`src/sv/stm_pkg.sv`:
```
// Shared widths and constants for the six thruster mixer.
`timescale 1ns / 1ps

package stm_pkg;

    // Fixed point format of the axis commands
    localparam int FRAC_BITS = 14;

    // Port field widths
    localparam int CMD_W = 16;
    localparam int OUT_W = 16;
    localparam int LIM_W = 15;
    localparam int ACT_W = 3;

    // Internal widths that follow from the fraction width
    localparam int HOLD_W = FRAC_BITS + 2;   // signed, holds -ONE..+ONE
    localparam int MAG_W  = FRAC_BITS + 1;   // unsigned magnitude up to ONE
    localparam int SUM_W  = FRAC_BITS + 3;   // sum of three magnitudes
    localparam int REM_W  = SUM_W + 1;       // divider partial remainder
    localparam int CMP_W  = CMD_W + HOLD_W;  // width for mixed signed compares
    localparam int CNT_W  = $clog2(FRAC_BITS + 1);

    localparam logic [SUM_W-1:0] ONE_SUM = SUM_W'(1) << FRAC_BITS;
    localparam logic signed [CMP_W-1:0] ONE_CMP = CMP_W'(1) << FRAC_BITS;
    localparam logic [LIM_W-1:0] LIM_RESET = LIM_W'(6554);

endpackage

```
`src/sv/stm_divider.sv`:
```
// Restoring divider: quotient = (dividend << FRAC_BITS) / divisor, one bit per cycle.
`timescale 1ns / 1ps

module stm_divider
    import stm_pkg::*;
(
    input  logic               clk,
    input  logic               rst_n,
    input  logic               start,
    input  logic [MAG_W-1:0]   dividend,   // must be below divisor
    input  logic [SUM_W-1:0]   divisor,    // held stable while busy
    output logic               done,
    output logic [FRAC_BITS-1:0] quotient
);

    logic                 busy_reg, busy_next;
    logic                 done_reg, done_next;
    logic [CNT_W-1:0]     cnt_reg, cnt_next;
    logic [REM_W-1:0]     rem_reg, rem_next;
    logic [FRAC_BITS-1:0] q_reg, q_next;
    logic [REM_W:0]       shifted;
    logic [REM_W:0]       diff;

    // Trial subtract of the divisor from the doubled remainder
    assign shifted = {rem_reg, 1'b0};
    assign diff    = shifted - (REM_W + 1)'(divisor);

    // Step sequencing
    always_comb
    begin
        busy_next = busy_reg;
        done_next = 1'b0;
        cnt_next  = cnt_reg;
        rem_next  = rem_reg;
        q_next    = q_reg;
        if (start)
        begin
            busy_next = 1'b1;
            cnt_next  = CNT_W'(FRAC_BITS);
            rem_next  = REM_W'(dividend);
            q_next    = '0;
        end
        else if (busy_reg)
        begin
            if (!diff[REM_W])
            begin
                rem_next = diff[REM_W-1:0];
                q_next   = {q_reg[FRAC_BITS-2:0], 1'b1};
            end
            else
            begin
                rem_next = shifted[REM_W-1:0];
                q_next   = {q_reg[FRAC_BITS-2:0], 1'b0};
            end
            cnt_next = cnt_reg - CNT_W'(1);
            if (cnt_reg == CNT_W'(1))
            begin
                busy_next = 1'b0;
                done_next = 1'b1;
            end
        end
    end

    always_ff @(posedge clk or negedge rst_n)
    begin
        if (!rst_n)
        begin
            busy_reg <= 1'b0;
            done_reg <= 1'b0;
            cnt_reg  <= '0;
            rem_reg  <= '0;
            q_reg    <= '0;
        end
        else
        begin
            busy_reg <= busy_next;
            done_reg <= done_next;
            cnt_reg  <= cnt_next;
            rem_reg  <= rem_next;
            q_reg    <= q_next;
        end
    end

    assign done     = done_reg;
    assign quotient = q_reg;

endmodule

```
`src/sv/six_thruster_mixer_unit.sv`:
```
// Top level of the six thruster mixer: held axis commands, sequencer and output register.
`timescale 1ns / 1ps
//
// Usage:
//   Slave stream (s_*): one word per command. s_tuser carries the action
//   (0 throttle, 1 yaw, 2 pitch, 3 roll, 4 disarm), s_tdata the Q2.14 value.
//   Master stream (m_*): one word per command with six thruster values and
//   the disarmed flag.
//   Config channel (cfg_*): writes the yaw limit; always ready. Write it only
//   while the block is idle.
//   A command passes through clamp, sum and mix; when the sum of the three
//   Q2.14 axis magnitudes exceeds one, each axis is first normalized by the
//   one shared restoring divider, which scales pitch, roll and yaw in turn,
//   one quotient bit per cycle. One command is in work at a time; s_tready
//   is high only while the sequencer is idle, so the next command is accepted
//   only once the word of the current one is in the output register.
//   A finished word waits in the output register while the receiver stalls;
//   the next command is accepted meanwhile and its result waits until the
//   register frees.
//   Reset clears all held commands, sets the yaw limit to 0.4 and empties
//   the output register.
//

module six_thruster_mixer_unit
    import stm_pkg::*;
(
    input  logic                 clk,
    input  logic                 rst_n,
    input  logic                 s_tvalid,
    output logic                 s_tready,
    input  logic [15:0]          s_tdata,   // [15:0] command_value
    input  logic [2:0]           s_tuser,   // [2:0] action
    output logic                 m_tvalid,
    input  logic                 m_tready,
    output logic [95:0]          m_tdata,   // a, b, c, d, e, f, 16 bits each from bit 0
    output logic [0:0]           m_tuser,   // [0] disarmed
    input  logic                 cfg_valid,
    output logic                 cfg_ready,
    input  logic [14:0]          cfg_data   // [14:0] yaw_limit
);

    typedef enum logic [2:0] {
        ACT_THROTTLE = 3'd0,
        ACT_YAW      = 3'd1,
        ACT_PITCH    = 3'd2,
        ACT_ROLL     = 3'd3,
        ACT_DISARM   = 3'd4
    } action_t;

    typedef enum logic [2:0] {
        ST_IDLE,
        ST_CLAMP,
        ST_SUM,
        ST_DIV_GO,
        ST_DIV_WAIT,
        ST_MIX
    } state_t;

    localparam logic [1:0] AXIS_PITCH = 2'd0;
    localparam logic [1:0] AXIS_ROLL  = 2'd1;
    localparam logic [1:0] AXIS_YAW   = 2'd2;
    localparam int MIX_W = HOLD_W + 2;

    state_t                    state_reg, state_next;
    logic signed [HOLD_W-1:0]  thr_reg, thr_next;
    logic signed [HOLD_W-1:0]  yaw_reg, yaw_next;
    logic signed [HOLD_W-1:0]  pitch_reg, pitch_next;
    logic signed [HOLD_W-1:0]  roll_reg, roll_next;
    logic signed [HOLD_W-1:0]  work_reg [3];
    logic signed [HOLD_W-1:0]  work_next [3];
    logic [SUM_W-1:0]          sum_reg, sum_next;
    logic [1:0]                axis_reg, axis_next;
    logic                      dis_reg, dis_next;
    logic [LIM_W-1:0]          lim_reg;
    logic                      m_valid_reg, m_valid_next;
    logic [95:0]               m_data_reg, m_data_next;
    logic                      m_dis_reg, m_dis_next;

    logic signed [CMP_W-1:0]   cmd_ext;
    logic signed [CMP_W-1:0]   cmd_sat;
    logic signed [HOLD_W-1:0]  cmd_hold;
    logic signed [CMP_W-1:0]   yaw_ext;
    logic signed [CMP_W-1:0]   lim_ext;
    logic signed [CMP_W-1:0]   yaw_clamped;
    logic [SUM_W-1:0]          sum_calc;
    logic signed [HOLD_W-1:0]  axis_val;
    logic [MAG_W-1:0]          axis_mag;
    logic                      div_start;
    logic                      div_done;
    logic [FRAC_BITS-1:0]      div_q;
    logic signed [HOLD_W-1:0]  scaled;
    logic signed [MIX_W-1:0]   p_m, r_m, y_m;
    logic signed [MIX_W-1:0]   mix_a, mix_b, mix_c, mix_d;

    function automatic logic [MAG_W-1:0] mag(input logic signed [HOLD_W-1:0] v);
        logic signed [HOLD_W-1:0] a;
        a = v[HOLD_W-1] ? -v : v;
        return a[MAG_W-1:0];
    endfunction

    // Saturate the incoming command to -ONE..+ONE
    assign cmd_ext  = CMP_W'($signed(s_tdata));
    assign cmd_sat  = (cmd_ext > ONE_CMP) ? ONE_CMP :
                      (cmd_ext < -ONE_CMP) ? -ONE_CMP : cmd_ext;
    assign cmd_hold = cmd_sat[HOLD_W-1:0];

    // Limit the working yaw to the configured magnitude
    assign yaw_ext     = CMP_W'(yaw_reg);
    assign lim_ext     = $signed(CMP_W'(lim_reg));
    assign yaw_clamped = (yaw_ext > lim_ext) ? lim_ext :
                         (yaw_ext < -lim_ext) ? -lim_ext : yaw_ext;

    // Sum of the three working magnitudes
    assign sum_calc = SUM_W'(mag(work_reg[0])) + SUM_W'(mag(work_reg[1]))
                    + SUM_W'(mag(work_reg[2]));

    // Selected axis for the shared divider
    assign axis_val = work_reg[axis_reg];
    assign axis_mag = mag(axis_val);
    assign scaled   = axis_val[HOLD_W-1] ? -$signed(HOLD_W'(div_q))
                                         : $signed(HOLD_W'(div_q));

    stm_divider u_div (
        .clk      (clk),
        .rst_n    (rst_n),
        .start    (div_start),
        .dividend (axis_mag),
        .divisor  (sum_reg),
        .done     (div_done),
        .quotient (div_q)
    );

    // Mix pitch, roll and yaw into the vectored thrusters
    assign p_m   = MIX_W'(work_reg[AXIS_PITCH]);
    assign r_m   = MIX_W'(work_reg[AXIS_ROLL]);
    assign y_m   = MIX_W'(work_reg[AXIS_YAW]);
    assign mix_a = p_m + r_m + y_m;
    assign mix_b = p_m - r_m - y_m;
    assign mix_c = -p_m + r_m - y_m;
    assign mix_d = -p_m - r_m + y_m;

    assign s_tready  = (state_reg == ST_IDLE);
    assign cfg_ready = 1'b1;

    // Sequencer next state
    always_comb
    begin
        state_next   = state_reg;
        thr_next     = thr_reg;
        yaw_next     = yaw_reg;
        pitch_next   = pitch_reg;
        roll_next    = roll_reg;
        work_next    = work_reg;
        sum_next     = sum_reg;
        axis_next    = axis_reg;
        dis_next     = dis_reg;
        m_data_next  = m_data_reg;
        m_dis_next   = m_dis_reg;
        m_valid_next = m_valid_reg;
        div_start    = 1'b0;

        // Drop the output word once taken
        if (m_valid_reg && m_tready)
        begin
            m_valid_next = 1'b0;
        end

        unique case (state_reg)
            ST_IDLE:
            begin
                if (s_tvalid)
                begin
                    dis_next = 1'b0;
                    unique case (s_tuser)
                        ACT_THROTTLE: thr_next   = cmd_hold;
                        ACT_YAW:      yaw_next   = cmd_hold;
                        ACT_PITCH:    pitch_next = cmd_hold;
                        ACT_ROLL:     roll_next  = cmd_hold;
                        ACT_DISARM:
                        begin
                            thr_next   = '0;
                            yaw_next   = '0;
                            pitch_next = '0;
                            roll_next  = '0;
                            dis_next   = 1'b1;
                        end
                        default: ;
                    endcase
                    state_next = ST_CLAMP;
                end
            end
            ST_CLAMP:
            begin
                work_next[AXIS_PITCH] = pitch_reg;
                work_next[AXIS_ROLL]  = roll_reg;
                work_next[AXIS_YAW]   = yaw_clamped[HOLD_W-1:0];
                state_next = ST_SUM;
            end
            ST_SUM:
            begin
                sum_next  = sum_calc;
                axis_next = AXIS_PITCH;
                state_next = (sum_calc > ONE_SUM) ? ST_DIV_GO : ST_MIX;
            end
            ST_DIV_GO:
            begin
                div_start  = 1'b1;
                state_next = ST_DIV_WAIT;
            end
            ST_DIV_WAIT:
            begin
                if (div_done)
                begin
                    work_next[axis_reg] = scaled;
                    if (axis_reg == AXIS_YAW)
                    begin
                        state_next = ST_MIX;
                    end
                    else
                    begin
                        axis_next  = axis_reg + 2'd1;
                        state_next = ST_DIV_GO;
                    end
                end
            end
            ST_MIX:
            begin
                if (!m_valid_reg || m_tready)
                begin
                    m_data_next  = {OUT_W'(thr_reg), OUT_W'(thr_reg),
                                    OUT_W'(mix_d), OUT_W'(mix_c),
                                    OUT_W'(mix_b), OUT_W'(mix_a)};
                    m_dis_next   = dis_reg;
                    m_valid_next = 1'b1;
                    state_next   = ST_IDLE;
                end
            end
            default: state_next = ST_IDLE;
        endcase
    end

    // Hold state, held commands and the output word
    always_ff @(posedge clk or negedge rst_n)
    begin
        if (!rst_n)
        begin
            state_reg   <= ST_IDLE;
            thr_reg     <= '0;
            yaw_reg     <= '0;
            pitch_reg   <= '0;
            roll_reg    <= '0;
            work_reg    <= '{default: '0};
            sum_reg     <= '0;
            axis_reg    <= AXIS_PITCH;
            dis_reg     <= 1'b0;
            lim_reg     <= LIM_RESET;
            m_valid_reg <= 1'b0;
            m_data_reg  <= '0;
            m_dis_reg   <= 1'b0;
        end
        else
        begin
            state_reg   <= state_next;
            thr_reg     <= thr_next;
            yaw_reg     <= yaw_next;
            pitch_reg   <= pitch_next;
            roll_reg    <= roll_next;
            work_reg    <= work_next;
            sum_reg     <= sum_next;
            axis_reg    <= axis_next;
            dis_reg     <= dis_next;
            m_valid_reg <= m_valid_next;
            m_data_reg  <= m_data_next;
            m_dis_reg   <= m_dis_next;
            if (cfg_valid)
            begin
                lim_reg <= cfg_data;
            end
        end
    end

    assign m_tvalid   = m_valid_reg;
    assign m_tdata    = m_data_reg;
    assign m_tuser[0] = m_dis_reg;

endmodule
```
`config.mk`:
```
export PLATFORM = sky130hd
export DESIGN_NAME = six_thruster_mixer_unit
export DESIGN_NICKNAME = d
export VERILOG_FILES = /design/src/sv/stm_pkg.sv /design/src/sv/stm_divider.sv /design/src/sv/six_thruster_mixer_unit.sv
export SDC_FILE = /design/constraint.sdc
export NUM_CORES = 1
export LEC_CHECK = 0
export BUFFER_PORTS_ARGS = -buffer_cell sky130_fd_sc_hd__clkbuf_2
export CAP_MARGIN = 20
export CORE_UTILIZATION = 50
export CTS_CLUSTER_DIAMETER = 40
export DETAILED_ROUTE_END_ITERATION = 10
export PLACE_DENSITY = 0.68
export SYNTH_ARGS = -nofsm -noshare
export SYNTH_HDL_FRONTEND = slang
export SYNTH_HIERARCHICAL = 1
export SYNTH_SLANG_ARGS = --single-unit
```
`constraint.sdc`:
```
create_clock -name clk -period 7.5 [get_ports clk]
set_input_delay 0 -clock clk [delete_from_list [all_inputs] [get_ports clk]]
set_output_delay 0 -clock clk [all_outputs]
set_load 0.005 [all_outputs]
```
==> metrics.yaml <==
logic_synthesis:
  syn_avg_cell_area_um2: 8.90
  synthesis.nets: 2576
  yosys.cell_types.count: 82
  synth-edff-count: 0
  synth_seq_cells: 268
  synth_cells: 2311
  synth_flop_cell: "dfrtp_1"
  synthArstFlopShare_pct: 100
  netlist_area_um2: 20600
  yosysWarnings: 6
  ys_seq_area_share_pct: 32.6
finish:
  post-route-util_pct: 58.7
  drive_gt1_share_pct: 12.8
  fin_nets: 2718
  final_common_cell: "nand2_1"
  antennaDiodeCount: 0
  area_growth_pct: 14.7
  final_cell_mix: "nand2_1, dfrtp_1, o21ai_0"
  fillCellCount: 3611
  largest_reg_flops: 78
global_route:
  grtUsageTotal_pct: 29.9
  overflow: 0
  antenna_found_initial: 0
  grt_pass1_vias: 17500
  grt_max_degree: 172
  grt_pass1_wl_um: 96900
timing:
  rsz0062_at_grt: "false"
  clock_skew_ps: 23.4
  fmax_mhz: 196
  setup_viol: 0
  tns_ps: 0
  period_share_pct: 68.0
  hold_viol: 0
  worst_slew_pin_slew_ps: 1100
  report.final.slew_viol_count: 0
  period_minus_slack_ps: 5100
  slew_headroom_pct: 26.6
  whs_ps: 16.4
clock_network:
  cts_buffer_depth: 3
  cts_tree: "yes"
  numClockSinks: 268
  numCtsBuffers: 43
  cts_resized: 0
  htreeDepth: 2
  post_cts_buffers: 0
  root_buffer: "clkbuf_16"
  clkTransAtPathRegs_ps: 60
  insertion_delay_ps: 580
floorplan:
  rows: 73
  initial_core_util_pct: 51.2
  io_pins: 139
  fp.dieArea_um2: 42000
  core_area_um2: 40200
  fp.dieW_um: 205
  fp.dieH_um: 205
placed_design:
  gp_congestion: 0.994
  dp_hpwl_um: 45000
  portBuffers: 137
route:
  drt_iter0_markers: 1516
  avgRoutedWirePerCell_um: 20.3
  num_vias: 17700
  totalWireLength_um: 61200
  first_pass_iters: 6
  ant_nets: 0
  drcViolationCount: 0
  routed_via_density: 5.87
critical_path:
  end_kind: "flip-flop"
  r2r-end: "state_reg[1]$_DFFE_PN0P_"
  r2r_start: "p_m[0]$_DFFE_PN0P_"
  crit_fanout: 5
  critPathKind: "flip-flop to flip-flop"
  worstPathArrival_ps: 5560
  ff2ff_path_depth: 19
  required_ps: 7960
  start_kind: "flip-flop"
  reg2reg_slack_ps: 2400
power:
  peakVddDrop_mv: 0.197
  powerDensity_nw_per_um2: 154
  leakage_nw: 11.3
worst_hold_path:
  hp-class: "input port to flip-flop"
  min_from: "cfg_valid"
  worstHoldEndpoint: "lim_reg[9]$_DFFE_PN0P_"
  whs_path_depth: 2
job:
  maxCapViolCount: 0
outcome:
  status: "finished clean"
[per-layer routing]
metal | track usage [%] | part of all wire, % | vias up
met1 | 38.8 | 41 | 8606
met5 | 0 | 0 | -
met4 | 14.0 | 4.5 | 0
li1 | - | - | 8280
met2 | 49.1 | 48 | 648
met3 | 4.39 | 6.7 | 148
[power breakdown]
part	leakage [nW]	total [mW]	internal, mW	switching, mW
logic	6.99	0.144	0.0529	0.0911
clock network	0.712	2.01	1.21	0.798
registers	3.62	1.47	1.46	0.0154
[worst max path at each step]
stage	from	slack, ps	to	cells past startpoint
floorplan	p_m[0]$_DFFE_PN0P_	2890	state_reg[1]$_DFFE_PN0P_	19
global placement	p_m[0]$_DFFE_PN0P_	2520	state_reg[1]$_DFFE_PN0P_	19
detailed placement	p_m[0]$_DFFE_PN0P_	2460	state_reg[1]$_DFFE_PN0P_	19
CTS	p_m[0]$_DFFE_PN0P_	2430	state_reg[1]$_DFFE_PN0P_	19
global route	p_m[0]$_DFFE_PN0P_	2150	state_reg[1]$_DFFE_PN0P_	19
finish	p_m[0]$_DFFE_PN0P_	2400	state_reg[1]$_DFFE_PN0P_	19
[kinds of logic (layout without fill, tap and decap cells)]
| family | after synthesis | in the layout | synth area share [%] |
|---|---|---|---|
| buffers and inverters | 319 | 494 | 6.32 |
| DFF | 268 | 268 | 32.6 |
| xor gates and xnor gates | 170 | 170 | 7.27 |
| other | 1 | 1 | 0.0182 |
| muxes | 100 | 100 | 5.07 |
| adders and majority gates | 226 | 226 | 16.6 |
| AOI/OAI and AO/OA | 581 | 581 | 17.4 |
| and+or+nand+nor | 646 | 646 | 14.7 |
[metrics by stage]
step | cell area, um^2 | total power, mW | setup slack, ps | instances
global placement | 21600 | 1.62 | 2520 | 2874
CTS | 23600 | 3.66 | 2430 | 3010
global route | 23600 | 3.74 | 2150 | 3011
floorplan | 20600 | 1.54 | 2890 | 2311
finish | 23600 | 3.63 | 2400 | 3011
detailed placement | 21600 | 1.62 | 2460 | 2875
[cell type report]
cell class                      count  area, um^2  area share [%]
Multi-Input combinational cell   1724       12600            53.4
Sequential cell                   268        6720            28.4
Timing Repair Buffer              213        1430            6.04
Clock buffer                       47        1120            4.75
Inverter                          203         762            3.23
Tap cell                          525         657            2.78
Clock inverter                     31         330            1.40
[critical path, cell delays in order, from the launching register on]
cell	delay (ps)
dfrtp_1	430
inv_1	260
ha_1	290
nand2_2	90
or3_4	350
or3_4	350
or3_4	370
nand2_1	90
xor2_1	110
fa_1	560
inv_1	40
ha_1	340
a21oi_1	170
nand2_1	110
a2111o_1	320
a41oi_1	320
nor2b_1	110
o41ai_1	350
a21oi_1	130
a21o_1	180
[Yosys cell counts, types with 7 or more instances]
library cell / instances / share of area [%]
nand2_1: 262 / 4.8
dfrtp_1: 261 / 32
o21ai_0: 208 / 5.1
inv_1: 203 / 3.7
ha_1: 149 / 9.1
nor2_1: 145 / 2.6
a21oi_1: 132 / 3.2
xnor2_1: 106 / 4.5
clkbuf_1: 79 / 1.4
fa_1: 77 / 7.5
mux2i_1: 66 / 3.2
xor2_1: 63 / 2.7
o22ai_1: 45 / 1.4
nand3_1: 40 / 0.97
nor3_1: 38 / 0.92
mux2_2: 34 / 1.9
nand2b_1: 25 / 0.76
buf_4: 22 / 0.80
o31ai_1: 22 / 0.80
a21o_1: 21 / 0.77
nand4_1: 20 / 0.61
nor3b_1: 19 / 0.69
nor2b_1: 18 / 0.55
a211oi_1: 17 / 0.62
o21ai_1: 16 / 0.39
a221oi_1: 13 / 0.55
nor4_1: 12 / 0.36
a31oi_1: 11 / 0.33
and3_1: 11 / 0.33
o211ai_1: 11 / 0.40
o21bai_1: 11 / 0.40
a211o_1: 10 / 0.43
o41ai_1: 9 / 0.38
or2_2: 9 / 0.27
buf_1: 8 / 0.15
or3_1: 8 / 0.24
or4_1: 8 / 0.29
and2_1: 7 / 0.21
dfstp_2: 7 / 0.89
[repair_timing]
| action | CTS | global route |
|---|---|---|
| hold buffers | 57 | 0 |
| setup endpoints to repair | 0 | 0 |
| endpoints found under the hold margin | 177 | 0 |
No activity file was read; power rests on OpenSTA's default activity.
